## src/design/dssm_pkg.sv

```systemverilog
// Shared types and constants for the deployment signal state machine core.
// Holds deployment state codes, version-word match constants and register indexes.
// No dependencies.
package dssm_pkg;

   // Deployment state codes
   localparam logic [2:0] ST_DEFINED = 3'd0;
   localparam logic [2:0] ST_STARTED = 3'd1;
   localparam logic [2:0] ST_LOCKED  = 3'd2;
   localparam logic [2:0] ST_ACTIVE  = 3'd3;
   localparam logic [2:0] ST_FAILED  = 3'd4;

   // Top bits of the version word that mark a version-bits header
   localparam logic [31:0] TOP_MASK    = 32'hE000_0000;
   localparam logic [31:0] TOP_PATTERN = 32'h2000_0000;

   // Configuration register indexes
   localparam logic [2:0] REG_SIGNAL_BIT    = 3'd0;
   localparam logic [2:0] REG_START_TIME    = 3'd1;
   localparam logic [2:0] REG_TIMEOUT_TIME  = 3'd2;
   localparam logic [2:0] REG_WINDOW_LENGTH = 3'd3;
   localparam logic [2:0] REG_THRESHOLD     = 3'd4;
   localparam logic [2:0] REG_GRACE_BLOCKS  = 3'd5;
   localparam logic [2:0] REG_GRACE_TIME    = 3'd6;

   // Field widths
   localparam int VER_W  = 32;
   localparam int TIME_W = 32;
   localparam int HGT_W  = 31;
   localparam int CFG_W  = 63;
   localparam int WIN_W  = 16;

   // Remainder pipeline: (height + 1) is VER_W-wide, four bits per stage
   localparam int DVD_W       = HGT_W + 1;
   localparam int DIV_STEP    = 4;
   localparam int DIV_STAGES  = DVD_W / DIV_STEP;

   typedef logic [2:0] phase_type;

   // One item as it travels down the remainder pipeline
   typedef struct packed {
      logic              sig;
      logic [TIME_W-1:0] mtime;
      logic [HGT_W-1:0]  height;
      logic [DVD_W-1:0]  dividend;
      logic [WIN_W-1:0]  remainder;
   } stage_type;

endpackage

```

## src/design/deployment_signal_state_machine_core.sv

```systemverilog
// Deployment signal state machine core: top level.
// Streams block headers in, tracks a version-bits deployment, streams state out.
// Depends on dssm_pkg.

// Takes one block header item per cycle (version word, median time past,
// height) and returns one result item per header: the deployment state for
// the following blocks, a last flag on the header that closes a counting
// window, and the signalling count of the window so far. A new item is
// accepted every cycle while the result side keeps up. Each item passes ten
// registers: one input register, eight stages of the remainder pipeline that
// works out (height + 1) mod window_length four bits per stage, and the
// state/result register. A stalled result stalls the whole pipeline.
// Configuration must be written only while no item is in flight; the core
// itself does not enforce this.
module deployment_signal_state_machine_core
   import dssm_pkg::*;
(
   input  logic        clock,
   input  logic        reset,
   // Header items
   input  logic        req_tvalid,
   output logic        req_tready,
   input  logic [95:0] req_tdata,   // [31:0] version_word, [63:32] median_time,
                                    // [94:64] block_height, [95] zero
   // Result items
   output logic        rsp_tvalid,
   input  logic        rsp_tready,
   output logic [23:0] rsp_tdata,   // [2:0] deployment_state, [18:3] window_signals,
                                    // [23:19] zero
   output logic        rsp_tlast,   // window_end
   // Configuration writes
   input  logic        csr_wr_en,
   input  logic [2:0]  csr_index,
   input  logic [62:0] csr_wdata
);

   // Configuration registers
   logic [4:0]        signal_bit_ff;
   logic [CFG_W-1:0]  start_time_ff;
   logic [CFG_W-1:0]  timeout_time_ff;
   logic [WIN_W-1:0]  window_length_ff;
   logic [WIN_W-1:0]  threshold_ff;
   logic [HGT_W-1:0]  grace_blocks_ff;
   logic [TIME_W-1:0] grace_time_ff;

   // Pipeline
   logic                advance;
   logic [DIV_STAGES:0] vld_ff;
   stage_type           stage_ff [0:DIV_STAGES];
   stage_type           stage_in [0:DIV_STAGES];

   // Deployment state
   phase_type         phase_ff, phase_in;
   logic [WIN_W-1:0]  tally_ff, tally_in;
   logic [HGT_W-1:0]  lock_hgt_ff, lock_hgt_in;
   logic [TIME_W-1:0] lock_time_ff, lock_time_in;

   // Result register
   logic              rsp_vld_ff;
   phase_type         rsp_phase_ff, rsp_phase_in;
   logic              rsp_last_ff, rsp_last_in;
   logic [WIN_W-1:0]  rsp_sig_ff, rsp_sig_in;

   // Final-stage decode
   stage_type         fin;
   logic [WIN_W-1:0]  tally_inc;
   logic              at_end;
   logic              past_timeout;
   logic              past_start;
   logic [TIME_W:0]   time_due;
   logic [HGT_W:0]    hgt_due;
   logic              grace_done;

   // Move everything when the result register is free or being taken
   assign advance    = !rsp_vld_ff || rsp_tready;
   assign req_tready = advance;

   assign rsp_tvalid = rsp_vld_ff;
   assign rsp_tdata  = {5'd0, rsp_sig_ff, rsp_phase_ff};
   assign rsp_tlast  = rsp_last_ff;

   // Configuration write port
   always_ff @(posedge clock) begin
      if (reset) begin
         signal_bit_ff    <= '0;
         start_time_ff    <= '0;
         timeout_time_ff  <= {CFG_W{1'b1}};
         window_length_ff <= WIN_W'(2016);
         threshold_ff     <= WIN_W'(1916);
         grace_blocks_ff  <= '0;
         grace_time_ff    <= '0;
      end else if (csr_wr_en) begin
         case (csr_index)
            REG_SIGNAL_BIT:    signal_bit_ff    <= csr_wdata[4:0];
            REG_START_TIME:    start_time_ff    <= csr_wdata;
            REG_TIMEOUT_TIME:  timeout_time_ff  <= csr_wdata;
            REG_WINDOW_LENGTH: window_length_ff <= csr_wdata[WIN_W-1:0];
            REG_THRESHOLD:     threshold_ff     <= csr_wdata[WIN_W-1:0];
            REG_GRACE_BLOCKS:  grace_blocks_ff  <= csr_wdata[HGT_W-1:0];
            REG_GRACE_TIME:    grace_time_ff    <= csr_wdata[TIME_W-1:0];
            default: ;
         endcase
      end
   end

   // Input stage and remainder steps, four dividend bits per stage
   always_comb begin
      logic [WIN_W:0]   rem_v;
      logic [DVD_W-1:0] dvd_v;
      stage_in[0].sig       = ((req_tdata[31:0] & TOP_MASK) == TOP_PATTERN)
                              && req_tdata[signal_bit_ff];
      stage_in[0].mtime     = req_tdata[63:32];
      stage_in[0].height    = req_tdata[94:64];
      stage_in[0].dividend  = {1'b0, req_tdata[94:64]} + DVD_W'(1);
      stage_in[0].remainder = '0;
      for (int k = 1; k <= DIV_STAGES; k++) begin
         rem_v = {1'b0, stage_ff[k-1].remainder};
         dvd_v = stage_ff[k-1].dividend;
         for (int j = 0; j < DIV_STEP; j++) begin
            rem_v = {rem_v[WIN_W-1:0], dvd_v[DVD_W-1]};
            dvd_v = {dvd_v[DVD_W-2:0], 1'b0};
            if (rem_v >= {1'b0, window_length_ff}) begin
               rem_v = rem_v - {1'b0, window_length_ff};
            end
         end
         stage_in[k]           = stage_ff[k-1];
         stage_in[k].dividend  = dvd_v;
         stage_in[k].remainder = rem_v[WIN_W-1:0];
      end
   end

   // Advance the pipeline payload and valid bits
   always_ff @(posedge clock) begin
      if (reset) begin
         vld_ff <= '0;
      end else if (advance) begin
         vld_ff <= {vld_ff[DIV_STAGES-1:0], req_tvalid};
      end
   end

   always_ff @(posedge clock) begin
      if (advance) begin
         for (int k = 0; k <= DIV_STAGES; k++) begin
            stage_ff[k] <= stage_in[k];
         end
      end
   end

   // Window tally, window-end evaluation and result
   assign fin          = stage_ff[DIV_STAGES];
   assign tally_inc    = (fin.sig && (tally_ff != {WIN_W{1'b1}})) ? tally_ff + WIN_W'(1)
                                                                   : tally_ff;
   assign at_end       = (fin.remainder == '0);
   assign past_timeout = {{(CFG_W-TIME_W){1'b0}}, fin.mtime} >= timeout_time_ff;
   assign past_start   = {{(CFG_W-TIME_W){1'b0}}, fin.mtime} >= start_time_ff;
   assign time_due     = {1'b0, lock_time_ff} + {1'b0, grace_time_ff};
   assign hgt_due      = {1'b0, lock_hgt_ff} + {1'b0, grace_blocks_ff};
   assign grace_done   = ({1'b0, fin.mtime} >= time_due) && ({1'b0, fin.height} >= hgt_due);

   always_comb begin
      phase_in     = phase_ff;
      tally_in     = tally_ff;
      lock_hgt_in  = lock_hgt_ff;
      lock_time_in = lock_time_ff;
      rsp_phase_in = phase_ff;
      rsp_last_in  = 1'b0;
      rsp_sig_in   = '0;
      if (window_length_ff == '0) begin
         // Undefined deployment: clear everything and report defined
         phase_in     = ST_DEFINED;
         tally_in     = '0;
         lock_hgt_in  = '0;
         lock_time_in = '0;
         rsp_phase_in = ST_DEFINED;
      end else begin
         tally_in   = tally_inc;
         rsp_sig_in = tally_inc;
         if (at_end) begin
            tally_in    = '0;
            rsp_last_in = 1'b1;
            case (phase_ff)
               ST_DEFINED: begin
                  if (past_timeout) begin
                     phase_in = ST_FAILED;
                  end else if (past_start) begin
                     phase_in = ST_STARTED;
                  end
               end
               ST_STARTED: begin
                  if (past_timeout) begin
                     phase_in = ST_FAILED;
                  end else if (tally_inc >= threshold_ff) begin
                     phase_in     = ST_LOCKED;
                     lock_hgt_in  = fin.height;
                     lock_time_in = fin.mtime;
                  end
               end
               ST_LOCKED: begin
                  if (grace_done) begin
                     phase_in = ST_ACTIVE;
                  end
               end
               default: ;
            endcase
         end
         rsp_phase_in = phase_in;
      end
   end

   // Hold state and result; update when the last stage item moves out
   always_ff @(posedge clock) begin
      if (reset) begin
         phase_ff     <= ST_DEFINED;
         tally_ff     <= '0;
         lock_hgt_ff  <= '0;
         lock_time_ff <= '0;
         rsp_vld_ff   <= 1'b0;
      end else if (advance) begin
         rsp_vld_ff <= vld_ff[DIV_STAGES];
         if (vld_ff[DIV_STAGES]) begin
            phase_ff     <= phase_in;
            tally_ff     <= tally_in;
            lock_hgt_ff  <= lock_hgt_in;
            lock_time_ff <= lock_time_in;
         end
      end
   end

   always_ff @(posedge clock) begin
      if (advance && vld_ff[DIV_STAGES]) begin
         rsp_phase_ff <= rsp_phase_in;
         rsp_last_ff  <= rsp_last_in;
         rsp_sig_ff   <= rsp_sig_in;
      end
   end

endmodule

```

## config.mk

```make
export PLATFORM = sky130hd
export DESIGN_NAME = deployment_signal_state_machine_core
export DESIGN_NICKNAME = d
export VERILOG_FILES = /design/src/design/dssm_pkg.sv /design/src/design/deployment_signal_state_machine_core.sv
export SDC_FILE = /design/constraint.sdc
export NUM_CORES = 2
export LEC_CHECK = 0
export BUFFER_PORTS_ARGS = -buffer_cell sky130_fd_sc_hd__buf_2
export CAP_MARGIN = 20
export CORE_UTILIZATION = 40
export CTS_CLUSTER_SIZE = 24
export DETAILED_ROUTE_END_ITERATION = 10
export SKIP_CTS_REPAIR_TIMING = 1
export SLEW_MARGIN = 20
export SYNTH_ARGS = -nofsm -noshare
export SYNTH_HDL_FRONTEND = slang
export SYNTH_SLANG_ARGS = --single-unit
```

## constraint.sdc

```tcl
create_clock -name clock -period 75.2 [get_ports clock]
set_clock_uncertainty 0.15 [all_clocks]
set_input_delay 22.56 -clock clock [delete_from_list [all_inputs] [get_ports clock]]
set_output_delay 22.56 -clock clock [all_outputs]
set_load 0.005 [all_outputs]
```

==> key figures <==
Status
  – Run status: completed

Critical path
  – Worst path cell trace: buf_2 > nor2b_1 > inv_8 > buf_2
  – R2R Path Start: window_length_ff[1]
  – CP max stage delay: 720 ps
  – Arr. time, crit path: ~24,000 ps
  – Slowest-stage cell, CP: nor2b_1
  – Worst Setup SP: rsp_tready
  – CP required: roughly 52,000 ps
  – Crit path top cell by count: buf_2
  – Bufs and invs on worst path: 3
  – CP Class: in -> out
  – Critical path startpoint category: input port
  – Nature of the critical path endpoint: primary output
  – Worst-path maximum fanout: 43
  – Cell family with most CP delay: simple AND/OR/NAND/NOR gates

Clock network
  – CTS max path bufs: 3
  – Max H-tree Level: 4
  – Clock Tree Root: clkbuf_16
  – CTS clock-pin slew for the worst setup and hold paths: roughly 60 ps
  – Num CTS Buffers: between 100 and 150
  – CTS tree: done
  – TritonCTS Sinks: between 1,000 and 1,500
  – Clk_lat worst skew: 770 ps

GRT
  – M2 GR Usage: 0.3123
  – Initial antenna violation count: 12
  – GRT Util Overall: 0.1916
  – Grt met1 use: 0.2606
  – Busiest grt layer: met2
  – Vias in the first global route: around 50,000
  – Met3 Usage GRT: 0.02981
  – GRT overflow: 0
  – Largest net degree at the start of global routing: roughly 170
  – First-pass GRT wire length: ~280,000 microns

STA
  – Tmin final: 46,650 ps
  – Final setup vio count: 0
  – Setup_tns: 0 ps
  – Final Slew Violations: 0
  – F_max: approximately 21 MHz
  – RSZ-0062 raised after global routing: no
  – Slew @ Worst Pin: slightly above 1000 ps
  – Slew Limit Headroom: 0.3135
  – Final period util: 0.6203
  – Hold violation count in the final report: 0

Floorplanning
  – IO Count: approximately 190
  – Die area: 182,000 sq um
  – Core ar.: 178,800 sq um
  – Die span in x: 426.6 microns
  – DIE HEIGHT: 426.6 microns
  – # rows: between 150 and 200
  – Initial core utilization: 0.4032

Placement
  – DP HPWL: around 130,000 microns
  – Dpl cells: 9,281
  – I/O Buffers: around 190
  – Global placer's final weighted congestion: between 0.8 and 0.9
  – Placed cell areas: about 76,000 sq um

Final layout
  – Final Util: 0.4492
  – Layout Nets: around 8,000
  – FILL cells: 16,670
  – Register area: ~32,000 sq um
  – Area growth syn-to-layout: 11.39%
  – Multi-input gate area: around 38,000 sq um
  – Share of layout cells above drive strength 1: 0.1069
  – Final Non-Filler Cells: between 9,000 and 10,000
  – Finished Cell Area: between 80,000 and 90,000 sq um

Drt
  – Wire per inst: 18.74 microns
  – WL final: 178,500 microns
  – Routed vias: about 52,000
  – Number of remaining DRC errors: 0
  – Vias per inst: between 5 and 6
  – DRT iter0 DRCs: 3,526
  – Drt pass-1 iters: 6
  – Routed Antenna Nets: 0

Worst hold path
  – Min-Delay Path Class: reg -> reg
  – Hold path startpoint: stage_ff[0][172]

Synthesis
  – Commonest register cell after synthesis: edfxtp_1
  – FF+latch count, synth: about 1,200
  – Post-synth EDFFs: between 800 and 900
  – Sequential share of the synthesized area: 0.4498
  – Cells after Synth: ~6,800
  – Synth Warn #: 0
  – Asr flop ratio synth: 0
  – Synthesized cell area: around 70,000 sq um
  – Synth cell types: around 100
  – Syn avg cell area: 10.56 sq um

Flow run
  – Max Cap Viol: 0
[metrics by stage]
stage               hold slack [ps]  setup WS [ps]
floorplan                     250.3           6713
global placement              250.9          28520
detailed placement            254.5          28520
CTS                           249.1          28510
global route                  254.3          28430
finish                        248.0          28550
[worst register-to-register path, delay by kind of cell (launching register included)]
kind	cells	cell delay, ps
compound gates	26	6540
buf+inv	7	1940
simple gates	5	1400
fa+ha+maj	4	1370
mux	3	1250
flops	1	320
[area by class of cell]
cell class                      instances  area share
Multi-Input combinational cell       5149      0.4711
Sequential cell                      1186      0.4038
Clock buffer                          174     0.04409
Tap cell                             2355     0.03669
Timing Repair Buffer                  259     0.01971
Inverter                              332     0.01561
Clock inverter                         64    0.008864
Antenna cell                            5   0.0001558
[synth_stat cells (all sizes together) (77+ instances only)]
master | instances | share of area
nand4 | 128 | 0.011
xnor2 | 310 | 0.038
nor3 | 99 | 0.0070
a21o | 246 | 0.026
nand2 | 681 | 0.035
o21a | 77 | 0.0080
nor2 | 390 | 0.020
nor2b | 86 | 0.0075
ha | 706 | 0.12
inv | 331 | 0.017
nand3 | 108 | 0.0075
o21ai | 270 | 0.019
edfxtp | 868 | 0.36
mux2 | 288 | 0.045
clkbuf | 126 | 0.0066
a21oi | 617 | 0.043
xor2 | 157 | 0.019
dfxtp | 318 | 0.088
[metal layers]
metal | part of all wire | wire length, microns
met2 | 0.46 | 82100
met3 | 0.046 | 8280
met4 | 0.028 | 5029
met5 | 0.00021 | 37
met1 | 0.47 | 83050
[state kept, by name (all words and copies together), names as in the netlist]
name / count
grace_blocks_ff: 31
grace_time_ff: 32
lock_hgt_ff: 31
lock_time_ff: 32
phase_ff: 3
rsp_phase_ff: 3
rsp_sig_ff: 16
rsp_tlast: 1
rsp_tvalid: 1
signal_bit_ff: 5
stage_ff: 848
start_time_ff: 63
tally_ff: 16
threshold_ff: 16
timeout_time_ff: 63
vld_ff: 9
window_length_ff: 16
[cell families (layout without fill, tap and decap cells)]
| family | count (synthesis) | after routing | share of synthesized area |
|---|---|---|---|
| buffers and inverters | 496 | 829 | 0.02671 |
| XOR/XNOR | 467 | 467 | 0.05673 |
| flip-flops | 1186 | 1186 | 0.4498 |
| multiplexers | 350 | 350 | 0.05595 |
| adder cells (fa/ha/maj) | 739 | 739 | 0.1317 |
| AND/OR/NAND/NOR | 1828 | 1828 | 0.1201 |
| AO/OA/AOI/OAI | 1760 | 1760 | 0.1590 |
| other | 1 | 10 | 0.00005201 |
[layout by cell type (no fill, tap or decap), types with 211 or more instances in the layout]
cell / Yosys / final
edfxtp_1: 868 / 868
ha_1: 706 / 706
nand2_1: 680 / 679
a21oi_1: 616 / 616
nor2_1: 390 / 385
inv_1: 331 / 328
dfxtp_1: 318 / 316
xnor2_1: 310 / 310
a21o_1: 246 / 246
o21ai_0: 234 / 233
mux2_2: 211 / 211
[worst paths after layout]
check                                   endpoint  slack [ps]  cells past startpoint
worst max-delay path                  req_tready       28550                      4
worst min-delay path            stage_ff[0][284]         250                      0
worst max register to register  stage_ff[0][686]       61940                     45
worst min register to register  stage_ff[0][284]         250                      0
Power is not shown: default switching activity piles up to over one toggle a cycle in this logic, so the estimate is an artifact.
